### config.mk
export PLATFORM = sky130hd
export DESIGN_NAME = byte_ring_fifo_with_rewind_unit
export DESIGN_NICKNAME = d
export VERILOG_FILES = /design/src/brf_pkg.sv /design/src/brf_ctrl.sv /design/src/brf_dpath.sv /design/src/byte_ring_fifo_with_rewind_unit.sv
export SDC_FILE = /design/constraint.sdc
export NUM_CORES = 2
export LEC_CHECK = 0
export BUFFER_PORTS_ARGS = -buffer_cell sky130_fd_sc_hd__buf_2
export CORE_MARGIN = 4
export CORE_UTILIZATION = 59
export CTS_BUF_LIST = sky130_fd_sc_hd__clkbuf_8
export DETAILED_ROUTE_END_ITERATION = 12
export PLACE_DENSITY = 0.86
export SLEW_MARGIN = 20
export SYNTH_ARGS = -nofsm -noshare
export SYNTH_HDL_FRONTEND = slang
export SYNTH_SLANG_ARGS = --single-unit
### constraint.sdc
create_clock -name clk -period 5.5 [get_ports clk]
set_input_delay 1.1 -clock clk [delete_from_list [all_inputs] [get_ports clk]]
set_output_delay 1.1 -clock clk [all_outputs]
set_load 0.02 [all_outputs]
### src/brf_pkg.sv
// Shared types and constants for the circular byte queue with rewind.
// Field widths, operation codes and the controller/datapath handshake structs.
// No dependencies.
`default_nettype none

package brf_pkg;

  localparam int KIND_W = 3;
  localparam int DATA_W = 8;
  localparam int AMT_W  = 9;
  localparam int CAP_W  = 9;
  localparam int CNT_W  = 9;

  localparam logic [CAP_W-1:0] CAP_RESET = 9'd256;

  localparam logic [KIND_W-1:0] KIND_WRITE   = 3'd0;
  localparam logic [KIND_W-1:0] KIND_READ    = 3'd1;
  localparam logic [KIND_W-1:0] KIND_REWIND  = 3'd2;
  localparam logic [KIND_W-1:0] KIND_FORWARD = 3'd3;
  localparam logic [KIND_W-1:0] KIND_CLEAR   = 3'd4;

  typedef struct packed {
    logic accept;
    logic exec;
    logic mod_step;
    logic clr_step;
    logic load_out;
  } brf_cmd_t;

  typedef struct packed {
    logic need_mod;
    logic mod_last;
    logic clr_last;
    logic out_full;
  } brf_sts_t;

endpackage

`default_nettype wire

### src/brf_ctrl.sv
// Controller for the byte queue: clearing pass, execute, modulo and result sequencing.
// Depends on brf_pkg for the command and status structs.
`default_nettype none

module brf_ctrl import brf_pkg::*; (
  input  wire logic     clk,
  input  wire logic     rst_n,
  input  wire logic     in_valid,
  output logic          in_stall,
  input  wire logic     out_stall,
  input  wire brf_sts_t sts,
  output brf_cmd_t      cmd
);

  typedef enum logic [2:0] {
    ST_CLR,
    ST_IDLE,
    ST_EXEC,
    ST_MOD,
    ST_DONE
  } state_t;

  state_t state_r, state_nxt;

  assign in_stall = (state_r != ST_IDLE);

  always_comb begin
    state_nxt    = state_r;
    cmd          = '0;
    unique case (state_r)
      ST_CLR: begin
        cmd.clr_step = 1'b1;
        if (sts.clr_last) state_nxt = ST_IDLE;
      end
      ST_IDLE: begin
        if (in_valid) begin
          cmd.accept = 1'b1;
          state_nxt  = ST_EXEC;
        end
      end
      ST_EXEC: begin
        cmd.exec  = 1'b1;
        state_nxt = sts.need_mod ? ST_MOD : ST_DONE;
      end
      ST_MOD: begin
        cmd.mod_step = 1'b1;
        if (sts.mod_last) state_nxt = ST_DONE;
      end
      ST_DONE: begin
        if (!sts.out_full || !out_stall) begin
          cmd.load_out = 1'b1;
          state_nxt    = ST_IDLE;
        end
      end
      default: state_nxt = ST_IDLE;
    endcase
  end

  always_ff @(posedge clk) begin
    if (!rst_n) begin
      state_r <= ST_CLR;
    end else begin
      state_r <= state_nxt;
    end
  end

  a_accept_exec: assert property (@(posedge clk) disable iff (!rst_n)
    in_valid && !in_stall |=> state_r == ST_EXEC)
    else $error("accepted beat not executed");

  a_done_leave: assert property (@(posedge clk) disable iff (!rst_n)
    state_r == ST_DONE && !out_stall |=> state_r == ST_IDLE)
    else $error("result not delivered while output free");

  a_mod_entry: assert property (@(posedge clk) disable iff (!rst_n)
    state_r == ST_MOD |-> $past(state_r) == ST_EXEC || $past(state_r) == ST_MOD)
    else $error("modulo step without forward");

endmodule

`default_nettype wire

### src/brf_dpath.sv
// Datapath for the byte queue: pointers, count, capacity, byte store, modulo unit
// and output register. Depends on brf_pkg; driven by brf_ctrl commands.
`default_nettype none

module brf_dpath import brf_pkg::*; #(
  parameter int DEPTH = 256
) (
  input  wire logic              clk,
  input  wire logic              rst_n,
  input  wire logic [KIND_W-1:0] in_kind,
  input  wire logic [DATA_W-1:0] in_data_byte,
  input  wire logic [AMT_W-1:0]  in_amount,
  input  wire logic              cfg_wr_en,
  input  wire logic [CAP_W-1:0]  cfg_wr_data,
  input  wire logic              out_stall,
  input  wire brf_cmd_t          cmd,
  output brf_sts_t               sts,
  output logic                   out_valid,
  output logic [DATA_W-1:0]      out_read_data,
  output logic                   out_read_valid,
  output logic                   out_refused,
  output logic [CNT_W-1:0]       out_fill_count
);

  localparam int PW  = (DEPTH > 1) ? $clog2(DEPTH) : 1;
  localparam int AW  = ((PW > CAP_W) ? PW : CAP_W) + 2;
  localparam int MCW = $clog2(AW);

  function automatic logic [AW-1:0] eff_cap(input logic [CAP_W-1:0] c);
    logic [AW-1:0] e;
    e = AW'(c);
    if (e == '0) e = AW'(1);
    if (e > AW'(DEPTH)) e = AW'(DEPTH);
    return e;
  endfunction

  logic [DATA_W-1:0] mem [DEPTH];
  logic [DATA_W-1:0] mem_q_r;

  logic [AW-1:0]     cap_r;
  logic [PW-1:0]     rp_r, wp_r, clr_addr_r;
  logic [CNT_W-1:0]  held_r;
  logic [KIND_W-1:0] op_kind_r;
  logic [DATA_W-1:0] op_data_r;
  logic [AMT_W-1:0]  op_amt_r;
  logic              res_rvalid_r, res_refused_r, out_valid_r;
  logic [AW-1:0]     rem_r;
  logic [2*AW-2:0]   dvs_r;
  logic [MCW-1:0]    mcnt_r;

  logic [AW-1:0] rp_e, wp_e, held_e, amt_e;
  logic [AW-1:0] wp_inc, rp_inc, rew_sum, rew_rp, fwd_sum, fwd_sub, rem_nxt;
  logic [PW-1:0] wp_adv, rp_adv;
  logic          rew_ref, fwd_ref, fwd_lt, fwd_big, rem_ge, held_nz;
  logic          mem_we;
  logic [PW-1:0] mem_waddr;
  logic [DATA_W-1:0] mem_wdata;

  assign rp_e    = AW'(rp_r);
  assign wp_e    = AW'(wp_r);
  assign held_e  = AW'(held_r);
  assign amt_e   = AW'(op_amt_r);
  assign held_nz = (held_r != '0);

  assign wp_inc = wp_e + AW'(1);
  assign rp_inc = rp_e + AW'(1);
  assign wp_adv = (wp_inc >= cap_r) ? '0 : wp_inc[PW-1:0];
  assign rp_adv = (rp_inc >= cap_r) ? '0 : rp_inc[PW-1:0];

  assign rew_sum = held_e + amt_e;
  assign rew_ref = (rew_sum > cap_r);
  assign rew_rp  = (rp_e < amt_e) ? cap_r - (amt_e - rp_e) : rp_e - amt_e;

  assign fwd_sum = rp_e + amt_e;
  assign fwd_ref = (held_e < amt_e);
  assign fwd_sub = fwd_sum - cap_r;
  assign fwd_lt  = (fwd_sum < cap_r);
  assign fwd_big = (fwd_sum >= (cap_r << 1));

  assign rem_ge  = ({{(AW-1){1'b0}}, rem_r} >= dvs_r);
  assign rem_nxt = rem_ge ? rem_r - dvs_r[AW-1:0] : rem_r;

  assign sts.need_mod = (op_kind_r == KIND_FORWARD) && !fwd_ref && fwd_big;
  assign sts.mod_last = (mcnt_r == '0);
  assign sts.clr_last = (clr_addr_r == PW'(DEPTH - 1));
  assign sts.out_full = out_valid_r;
  assign out_valid    = out_valid_r;

  always_ff @(posedge clk) begin
    if (!rst_n) begin
      cap_r       <= eff_cap(CAP_RESET);
      rp_r        <= '0;
      wp_r        <= '0;
      held_r      <= '0;
      clr_addr_r  <= '0;
      out_valid_r <= 1'b0;
    end else begin
      if (cfg_wr_en) cap_r <= eff_cap(cfg_wr_data);
      if (cmd.clr_step) clr_addr_r <= clr_addr_r + PW'(1);
      if (cmd.exec) begin
        case (op_kind_r)
          KIND_WRITE: begin
            wp_r <= wp_adv;
            if (held_e < cap_r) held_r <= held_r + CNT_W'(1);
          end
          KIND_READ: begin
            if (held_nz) begin
              held_r <= held_r - CNT_W'(1);
              rp_r   <= rp_adv;
            end
          end
          KIND_REWIND: begin
            if (!rew_ref) begin
              rp_r   <= rew_rp[PW-1:0];
              held_r <= rew_sum[CNT_W-1:0];
            end
          end
          KIND_FORWARD: begin
            if (!fwd_ref) begin
              held_r <= held_r - op_amt_r;
              if (fwd_lt) rp_r <= fwd_sum[PW-1:0];
              else if (!fwd_big) rp_r <= fwd_sub[PW-1:0];
            end
          end
          KIND_CLEAR: begin
            rp_r   <= '0;
            wp_r   <= '0;
            held_r <= '0;
          end
          default: ;
        endcase
      end
      if (cmd.mod_step && sts.mod_last) rp_r <= rem_nxt[PW-1:0];
      if (cmd.load_out) out_valid_r <= 1'b1;
      else if (!out_stall) out_valid_r <= 1'b0;
    end
  end

  always_ff @(posedge clk) begin
    if (cmd.accept) begin
      op_kind_r <= in_kind;
      op_data_r <= in_data_byte;
      op_amt_r  <= in_amount;
    end
    if (cmd.exec) begin
      res_rvalid_r  <= (op_kind_r == KIND_READ) && held_nz;
      res_refused_r <= ((op_kind_r == KIND_REWIND) && rew_ref) ||
                       ((op_kind_r == KIND_FORWARD) && fwd_ref);
      if (sts.need_mod) begin
        rem_r  <= fwd_sum;
        dvs_r  <= {cap_r, {(AW-1){1'b0}}};
        mcnt_r <= MCW'(AW - 1);
      end
    end
    if (cmd.mod_step) begin
      rem_r  <= rem_nxt;
      dvs_r  <= dvs_r >> 1;
      mcnt_r <= mcnt_r - MCW'(1);
    end
    if (cmd.load_out) begin
      out_read_data  <= res_rvalid_r ? mem_q_r : '0;
      out_read_valid <= res_rvalid_r;
      out_refused    <= res_refused_r;
      out_fill_count <= held_r;
    end
  end

  assign mem_we    = cmd.clr_step || (cmd.exec && (op_kind_r == KIND_WRITE));
  assign mem_waddr = cmd.clr_step ? clr_addr_r : wp_r;
  assign mem_wdata = cmd.clr_step ? '0 : op_data_r;

  always_ff @(posedge clk) begin
    if (mem_we) mem[mem_waddr] <= mem_wdata;
    if (cmd.exec && (op_kind_r == KIND_READ)) mem_q_r <= mem[rp_r];
  end

  a_write_nonempty: assert property (@(posedge clk) disable iff (!rst_n)
    cmd.exec && op_kind_r == KIND_WRITE |=> held_r != '0)
    else $error("count zero after write");

  a_ptr_range: assert property (@(posedge clk) disable iff (!rst_n)
    AW'(rp_r) < AW'(DEPTH) && AW'(wp_r) < AW'(DEPTH))
    else $error("pointer beyond store depth");

  a_clear_empty: assert property (@(posedge clk) disable iff (!rst_n)
    cmd.exec && op_kind_r == KIND_CLEAR |=> held_r == '0 && rp_r == '0 && wp_r == '0)
    else $error("clear left state behind");

endmodule

`default_nettype wire

### src/byte_ring_fifo_with_rewind_unit.sv
// Sequence: an accepted operation is executed, a forward whose read position reaches
// twice the capacity or more then steps through the modulo unit, and the result is
// loaded into the output register; a new operation is taken only after that load.
// Reset: pointers and count to zero, capacity 256; then a clearing pass over every
// address zeroes the byte store with in_stall high. Top level; uses brf_pkg, brf_ctrl, brf_dpath.
`default_nettype none

module byte_ring_fifo_with_rewind_unit import brf_pkg::*; #(
  parameter int DEPTH = 256
) (
  input  wire logic              clk,
  input  wire logic              rst_n,
  input  wire logic              in_valid,
  output logic                   in_stall,
  input  wire logic [KIND_W-1:0] in_kind,
  input  wire logic [DATA_W-1:0] in_data_byte,
  input  wire logic [AMT_W-1:0]  in_amount,
  output logic                   out_valid,
  input  wire logic              out_stall,
  output logic [DATA_W-1:0]      out_read_data,
  output logic                   out_read_valid,
  output logic                   out_refused,
  output logic [CNT_W-1:0]       out_fill_count,
  input  wire logic              cfg_wr_en,
  input  wire logic [CAP_W-1:0]  cfg_wr_data
);

  brf_cmd_t cmd;
  brf_sts_t sts;

  brf_ctrl u_ctrl (
    .clk       (clk),
    .rst_n     (rst_n),
    .in_valid  (in_valid),
    .in_stall  (in_stall),
    .out_stall (out_stall),
    .sts       (sts),
    .cmd       (cmd)
  );

  brf_dpath #(
    .DEPTH (DEPTH)
  ) u_dpath (
    .clk            (clk),
    .rst_n          (rst_n),
    .in_kind        (in_kind),
    .in_data_byte   (in_data_byte),
    .in_amount      (in_amount),
    .cfg_wr_en      (cfg_wr_en),
    .cfg_wr_data    (cfg_wr_data),
    .out_stall      (out_stall),
    .cmd            (cmd),
    .sts            (sts),
    .out_valid      (out_valid),
    .out_read_data  (out_read_data),
    .out_read_valid (out_read_valid),
    .out_refused    (out_refused),
    .out_fill_count (out_fill_count)
  );

endmodule

`default_nettype wire

==> impl_metrics.env <==
export IMPL_hpwl_mm=135.6
export IMPL_ys_top_cells_by_count="edfxtp_1 (2131), mux4_2 (640), nor2_1 (355)"
export IMPL_critPathTopFamily="buffers and inverters"
export IMPL_tns_ps=0
export IMPL_cp_common_cell="buf_4"
export IMPL_cp_cell_sequence="buf_4 > buf_4 > buf_4 > mux4_2 > a22oi_1 > nand2_1 > a22oi_1 > o221ai_1"
export IMPL_cts_htree_levels=5
export IMPL_crit_path_max_incr_delay_ps=960
export IMPL_critPathSlowestCell="buf_4"
export IMPL_yosys_area_top_type_share_pct=72.16
export IMPL_fin_crit_sh_pct=93.89
export IMPL_root_buffer="clkbuf_8"
export IMPL_rsz0062_at_grt="no"
export IMPL_report_final_slew_viol_count=0
export IMPL_io_pins=55
export IMPL_path_clk_slew_ps=60
export IMPL_dieArea_um2=156600
export IMPL_detail_route_vias_per_cell=6.876
export IMPL_post_place_ws_ps=467.8
export IMPL_finClkSkew_ps=91.09
export IMPL_synth_yosys_seq_area_share_pct=73.20
export IMPL_grt_antenna_before_repair=11
export IMPL_io_buffers=54
export IMPL_p_leak_nw=31.56
export IMPL_syn_nets=4548
export IMPL_hold_viol_final=0
export IMPL_vias=48230
export IMPL_cts_resized_gates=0
export IMPL_hold_ws_ps=266.9
export IMPL_peakVddDrop_mv=0.3028
export IMPL_wirelength_mm=228.9
export IMPL_cap_violations=0
export IMPL_cp_arrival_ps=5900
export IMPL_outcome="finished, final reports clean"
export IMPL_fin_ws_ps=335.8
export IMPL_wl_per_cell_um=32.64
export IMPL_grt_max_degree=257
export IMPL_die_w_um=395.7
export IMPL_cts_tree="done"
export IMPL_fp_dieH_um=395.7
export IMPL_ant_nets=0
export IMPL_synth_edf_count=2131
export IMPL_finalSetupViolations=0
export IMPL_netlist_area_um2=88680
export IMPL_drive_above_1_share_pct=26.64
export IMPL_postSynthCellCount=4383
export IMPL_grt_overflow_total=0
export IMPL_clockBufferDepth=4
export IMPL_insertion_delay_ps=1060
export IMPL_period_needed_ps=5164
export IMPL_path_class="reg2reg"
export IMPL_nFillCells=8875
export IMPL_drcViolationCount=0
export IMPL_relSlewSlack_pct=20.91
export IMPL_grtUsageTotal_pct=29.42
export IMPL_ys_seq_elements=2177
export IMPL_first_pass_iters=9
export IMPL_start_util_pct=59.28
export IMPL_end_kind="flip-flop"
export IMPL_ys_warn_count=0
export IMPL_ys_flop_type="edfxtp_1"
export IMPL_synth_most_common_cell="edfxtp_1"
export IMPL_required_ps=6230
export IMPL_crit_path_start_kind="flip-flop"
export IMPL_synthArstFlopShare_pct=0
export IMPL_grt_pass1_vias=48830
export IMPL_avgSynthCellArea_um2=20.23
export IMPL_power_density_nw_per_um2=373.3
export IMPL_core_um2=149600
export IMPL_totalPowerFinal_mw=36.65
export IMPL_crit_buf_inv=3
export IMPL_tightest_slew_ps=1182
export IMPL_cp_max_fo=56
export IMPL_hp_class="in2reg"
export IMPL_holdBufCountCts=0
export IMPL_nets=4916
export IMPL_cts_buffers=345
export IMPL_synth_cell_types=74
export IMPL_synth_area_leaders="edfxtp_1 (72%), mux4_2 (16%), ha_1 (1.7%)"
export IMPL_grt_first_pass_wirelength_mm=335.1
export IMPL_place_congestion=0.9297
export IMPL_max_clock_freq_ghz=0.1936
export IMPL_rows=142
export IMPL_initialDrtViolationCount=7780
export IMPL_cts_num_sinks=2177
export IMPL_yosysTopAreaCell="edfxtp_1"
export IMPL_area_growth_pct=10.71
export IMPL_postCtsSetupRepairBufs=0
-- metrics by stage --
stage	util, %	std cells	cell area [um2]
final	65.63	7014	98180
after global routing	65.62	7006	98160
after CTS	65.59	7004	98120
after floorplan	-	4383	88680
after detailed placement	61.59	6419	92130
after global placement	61.59	6419	92130
-- worst reg2reg max path, stage by stage, from the launching register on --
cell and delay [ps]:
dfxtp_4 370, buf_4 500, buf_4 770, buf_4 1010, mux4_2 520, a22oi_1 450
nand2_1 120, a22oi_1 840, o221ai_1 330
-- final cells by class --
class | count | area (um2) | area share (%)
antenna | 9 | 22.52 | 0.02294
multi-input combinational | 1883 | 22420 | 22.83
tap | 2016 | 2522 | 2.569
inverter | 93 | 356.6 | 0.3632
sequential | 2177 | 64920 | 66.13
clock inverter | 232 | 1134 | 1.155
clock buffer | 353 | 4858 | 4.948
timing repair buffer | 251 | 1948 | 1.984
-- power breakdown --
part / internal, mW / switching, mW
combinational: 0.726 / 3.25
sequential: 20.1 / 0.102
clock: 6.26 / 6.20
total: 27.1 / 9.55
-- placed cells by master, fill, tap and decap left out, drive strengths merged, types with 15 or more instances in the layout --
cell type and n:
edfxtp 2131, mux4 640, nor2 355, clkbuf 353, buf 251, inv 205
nand2 140, ha 117, clkinv 109, a21oi 72, o21ai 62, xnor2 47
dfxtp 46, a22oi 41, nand3 35, and2 25, xor2 24, nor3 23
a221oi 21, mux2i 17, a22o 17, o221ai 16, nand2b 15, o21a 15
o22ai 15
-- state kept, by name, indices dropped and copies added, names as in the netlist, 9 cells and up --
| register | cells |
|---|---|
| u_dpath.dvs_r | 19 |
| u_dpath.cap_r | 9 |
| u_dpath.out_fill_count | 9 |
| u_dpath.rem_r | 11 |
| u_dpath.held_r | 9 |
| u_dpath.op_amt_r | 9 |
| u_dpath.mem | 2048 |
-- logic make-up (layout without fill, tap and decap cells) --
group           after synthesis  in the layout  synth area share [%]
flops                      2177           2177                 73.20
simple gates                666            666                 3.287
mux                         660            660                 16.48
compound gates              355            355                 2.767
buf+inv                     323            929                 1.600
fa+ha+maj                   131            131                 1.967
xor+xnor                     71             71                0.7012
other cells                   0              9                     0
-- path summary, 6_finish.rpt --
path	from	to	slack [ps]	cells past startpoint
max	u_dpath.rp_r[2]	u_dpath.mem_q_r[5]	340	8
min	in_kind[2]	u_dpath.op_kind_r[2]	270	1
max reg2reg	u_dpath.rp_r[2]	u_dpath.mem_q_r[5]	340	8
min reg2reg	u_dpath.res_refused_r	u_dpath.out_refused	430	0
-- layer usage --
metal  routed length, um  share of wire (%)  GRT usage [%]  up-vias
met5                  72              0.031              0        -
met2              111300                 49          46.51     4175
met1               75980                 33          38.12    24340
met3               27380                 12          7.611      883
li1                    -                  -              -    18820
met4               14220                6.2          15.69       12
No activity file was read; power rests on OpenSTA's default activity.
